File: src/hdl/bf3_pkg.sv
// ---------------------------------------------------------------------------
// bf3_pkg
// shared types, constants and the divide-by-nine helper of the 3x3 box filter
// ---------------------------------------------------------------------------
package bf3_pkg;

    localparam int MAX_WIDTH_DEF  = 1024;
    localparam int MAX_HEIGHT_DEF = 1024;

    localparam int CFG_DATA_W = 11;
    localparam int CFG_IDX_W  = 2;

    localparam logic [CFG_DATA_W-1:0] CFG_SIZE_RESET = 11'd1024;

    typedef enum logic [CFG_IDX_W-1:0] {
        CFG_IMAGE_WIDTH  = 2'd0,
        CFG_IMAGE_HEIGHT = 2'd1
    } t_cfg_index;

    // one window column of original pixels
    typedef struct packed {
        logic [7:0] top;
        logic [7:0] mid;
        logic [7:0] bot;
    } t_column;

    // sum of nine 8-bit pixels fits in 12 bits
    localparam int SUM_W = 12;

    // ceil(2^16 / 9), exact for every sum below 32768
    localparam logic [12:0] DIV9_RECIP = 13'd7282;

    function automatic logic [7:0] div9(input logic [SUM_W-1:0] x);
        logic [24:0] prod;
        prod = 25'(x) * 25'(DIV9_RECIP);
        return prod[23:16];
    endfunction

endpackage

File: src/hdl/bf3_mean.sv
// ---------------------------------------------------------------------------
// bf3_mean
// floor of the mean of a 3x3 window given as three columns
// ---------------------------------------------------------------------------
module bf3_mean (
    input  bf3_pkg::t_column i_col_cur,
    input  bf3_pkg::t_column i_col_prev,
    input  bf3_pkg::t_column i_col_prev2,
    output logic [7:0]       o_mean
);

    logic [bf3_pkg::SUM_W-1:0] sum;

    always_comb begin
        sum = bf3_pkg::SUM_W'(i_col_cur.top)   + bf3_pkg::SUM_W'(i_col_cur.mid)
            + bf3_pkg::SUM_W'(i_col_cur.bot)   + bf3_pkg::SUM_W'(i_col_prev.top)
            + bf3_pkg::SUM_W'(i_col_prev.mid)  + bf3_pkg::SUM_W'(i_col_prev.bot)
            + bf3_pkg::SUM_W'(i_col_prev2.top) + bf3_pkg::SUM_W'(i_col_prev2.mid)
            + bf3_pkg::SUM_W'(i_col_prev2.bot);
        o_mean = bf3_pkg::div9(sum);
    end

endmodule

File: config.mk
export PLATFORM = sky130hd
export DESIGN_NAME = bf3_mean
export DESIGN_NICKNAME = d
export VERILOG_FILES = /design/src/hdl/bf3_pkg.sv /design/src/hdl/bf3_mean.sv
export SDC_FILE = /design/constraint.sdc
export NUM_CORES = 1
export LEC_CHECK = 0
export BUFFER_PORTS_ARGS = -buffer_cell sky130_fd_sc_hd__clkbuf_2
export CORE_ASPECT_RATIO = 1.75
export CORE_MARGIN = 4
export CORE_UTILIZATION = 60
export DETAILED_ROUTE_END_ITERATION = 16
export PLACE_DENSITY = 0.86
export SYNTH_ARGS = -nofsm -noshare
export SYNTH_HDL_FRONTEND = slang
export SYNTH_SLANG_ARGS = --single-unit
File: constraint.sdc
create_clock -name vclk -period 13.7
set_clock_uncertainty 0.1 [all_clocks]
set_input_delay 2.055 -clock vclk [all_inputs]
set_output_delay 2.055 -clock vclk [all_outputs]
set_load 0.01 [all_outputs]
== Word level (Yosys, flattened, before mapping) ==
Cells that the tools add are included.
Storage, ports and cells
  register bits after elaboration: 0
  input bits: 72
  output and inout port bits: 8
  logic and storage cells: 9
Cells by class
  add/sub/neg operators: 8
  multiply operators: 1
Operators by type and width (count)
  12-bit by 8-bit adder with 12-bit output: 4
  12-bit by 12-bit multiplier with 23-bit output (second input constant): 1
  11-bit by 8-bit adder with 12-bit output: 1
  10-bit by 8-bit adder with 11-bit output: 1
  9-bit by 8-bit adder with 10-bit output: 1
  8-bit by 8-bit adder with 9-bit output: 1

== Logic depth before layout (Yosys ltp) ==
  depth after elaboration: 9
  mapped depth: 31
  mapped depth without buffers: 31

== Worst setup path before layout ==
No wires, ideal clock.
  path kind: in2out
  start: in i_col_cur[2] in the netlist's numbering
  end: out o_mean[7]
  arrival: 9.180 ns
  required time: 11.545 ns
  setup slack: 2.365 ns
  stages on the path: 31
  path buffers: 0
  cell sequence: inv_1 -> fa_1 -> inv_1 -> fa_1 -> fa_1 -> fa_1 -> ha_1 -> inv_1 -> fa_1 -> and2b_1 -> o21ai_1 -> a21oi_1 -> nor2_2 -> xnor2_2 -> xor2_1 -> ha_1 -> ha_1 -> inv_1 -> fa_1 -> inv_1 -> fa_1 -> inv_1 -> fa_1 -> inv_1 -> ha_1 -> nand2_1 -> nor2_1 -> o31ai_1 -> o211ai_1 -> o21bai_1 -> xnor2_1
On the way
  longest elaborated chain between the ends: 8
RTL lines
  from (decl): RTL line bf3_mean.sv:6  | input bf3_pkg::t_column i_col_cur,
  9-bit by 8-bit adder with 10-bit output: RTL line bf3_mean.sv:16  | + bf3_pkg::SUM_W'(i_col_cur.bot) + bf3_pkg::SUM_W'(i_col_prev.top)
  10-bit by 8-bit adder with 11-bit output: RTL line bf3_mean.sv:16
  11-bit by 8-bit adder with 12-bit output: RTL line bf3_mean.sv:17  | + bf3_pkg::SUM_W'(i_col_prev.mid) + bf3_pkg::SUM_W'(i_col_prev.bot)
  12-bit by 8-bit adder with 12-bit output: RTL line bf3_mean.sv:17
  12-bit by 8-bit adder with 12-bit output (2 in series): RTL line bf3_mean.sv:18  | + bf3_pkg::SUM_W'(i_col_prev2.top) + bf3_pkg::SUM_W'(i_col_prev2.mid)
  12-bit by 8-bit adder with 12-bit output: RTL line bf3_mean.sv:19  | + bf3_pkg::SUM_W'(i_col_prev2.bot);
  12-bit by 12-bit multiplier with 23-bit output: RTL line bf3_pkg.sv:35  | prod = 25'(x) * 25'(DIV9_RECIP);
  to (decl): RTL line bf3_mean.sv:9  | output logic [7:0] o_mean
No other way between the ends.

== Final worst setup path ==
  start: in i_col_cur[2] in the netlist's numbering
  end: out o_mean[4]
Same word-level chain as after synthesis.

==> metrics.txt <==
number of synthesis warnings 0; largest net degree at the start of global routing 7; Post-DP HPWL about 7500 µm; highest clock rate 83.7 MHz; commonest cells after routing, fill and taps aside inv_1 (153), ha_1 (82), clkbuf_2 (80); slowest stage delay, CP 0.55 ns; CTS-repair resized insts 0; Worst setup SP type input port; outcome complete, no violations; Routed Antenna Nets 0; Maximum Capacitance Violations 0; most used cell, CP fa_1; Netlist cell types 43; DR pass1 iterations 4; first-pass GRT wire length 13700 µm; endpoints failing setup 0; antenna violations before repair 0; die area 8200 µm²; seq_cells 0; Slew @ Worst Pin 0.626 ns; Max Fanout on Critical Path 5; Crit path required time 11.55 ns; die height 117 µm; slowest CP cell fa_1; nets@finish 746; Slew HR 58.0%; Worst Path Arrival 9.79 ns; remaining global-route overflow 0; RePlAce Congestion 0.858; WL final 7790 µm; clock buffer count 0; Tightest Hold Check Type in -> out; Post-CTS Hold Fix Bufs 0; CP Capture Point o_mean[4]; part of the cycle the worst path needs 87.2%; CP startpoint i_col_cur[2]; register area 0 µm²; share of layout cells above drive strength 1 18.2%; # diodes 0; Setup Crit Path Kind in -> out; Post-Syn Instances 434; top cell type's share of synthesized area 38.4%; Buffers on Ports 80; Tot GR Track Use 20.0%; TNS Setup 0 ns; Seq/Total Area, Yosys 0%; number of global-route vias before repair 3491; via count 3070; CP Capture Type primary output; Post-Synthesis Mean Instance Area approximately 9.4 µm²; minimum clock period 11.94 ns; Vias/cell 5.17; commonest non-fill, non-tap cell in the layout inv_1; Area Growth Syn to Fin 12.1%; DR DRC count 0; largest area contributor in the netlist fa_1; Post-Syn Nets 666; Core Area 6540 µm²; DR iter-0 viols 61; WL/cell 13.1 µm; die width 70.2 µm; final hold vios 0; # rows 39; RSZ-0062 raised after global routing false; Setup Fix Bufs, Post-CTS 0; initial core utilization between 60% and 70%; Final Slew Violations 0; synthesized cell area 4060 µm²; io pins 80; synth top area cells fa_1 (38%), ha_1 (25%), inv_1 (14%), xnor2_1 (3.2%), a21oi_1 (2.5%)
## layout make-up
class	count	area (µm²)
Multi-Input combinational cell	279	3470
Timing Repair Buffer	80	400
Fill cell	538	1990
Tap cell	82	103
Inverter	153	574
## worst max-delay path: cells and delay by family
kind / cells / cell delay [ns]
fa+ha+maj: 12 / 5.14
xor+xnor: 3 / 0.62
buf+inv: 9 / 0.60
simple gates: 4 / 0.50
compound gates: 5 / 0.82
## per-stage QoR
stage	instances	util, %	cell area (µm²)	hold slack (ns)	setup WS (ns)
2_1_floorplan	434	-	4060	4.95	2.37
3_3_place_gp	594	69.6	4550	5.37	1.92
3_5_place_dp	594	69.6	4550	5.41	1.78
4_1_cts	594	69.6	4550	5.42	1.75
5_1_grt	594	69.6	4550	5.50	1.22
6_report	594	69.6	4550	5.40	1.76
## worst min path at each step
| stage | end | cells past startpoint | slack [ns] | from |
|---|---|---|---|---|
| 4_1_cts | o_mean[7] | 10 | 5.42 | i_col_prev2[23] |
| 5_1_grt | o_mean[5] | 10 | 5.50 | i_col_prev2[16] |
| 3_5_place_dp | o_mean[7] | 10 | 5.41 | i_col_prev2[23] |
| 3_3_place_gp | o_mean[7] | 10 | 5.37 | i_col_prev[23] |
| 2_1_floorplan | o_mean[6] | 8 | 4.95 | i_col_prev2[16] |
| 6_report | o_mean[7] | 10 | 5.40 | i_col_prev2[23] |
## cell usage after synthesis, types with 2 or more instances
master	number
xnor2_1	15
o21ai_0	5
ha_1	82
a21oi_1	20
fa_1	78
o2111ai_1	2
nor2_1	8
o21bai_1	2
nor3_1	3
nand2b_1	2
and3_1	2
nand2_1	8
o211ai_1	2
xor2_1	8
inv_1	153
nor2b_1	2
o21a_1	3
nand4_1	2
nand3_1	5
a21o_1	9
## kinds of logic after synthesis
family / count (synthesis) / synth area share (%)
XOR/XNOR: 26 / 6.72
adder cells (fa/ha/maj): 160 / 63.7
AO/OA/AOI/OAI: 55 / 10.2
buffers and inverters: 155 / 14.4
AND/OR/NAND/NOR: 38 / 4.93
## layer usage
| layer | global-route usage, % | up-vias | routed length (µm) |
|---|---|---|---|
| met5 | 0 | - | 0 |
| met4 | 5.12 | 0 | 242 |
| met3 | 0.940 | 23 | 197 |
| met2 | 42.1 | 62 | 4740 |
| met1 | 21.3 | 1506 | 2610 |
| li1 | - | 1479 | - |
Power is not shown: default switching activity piles up to over one toggle a cycle in this logic, so the estimate is an artifact.
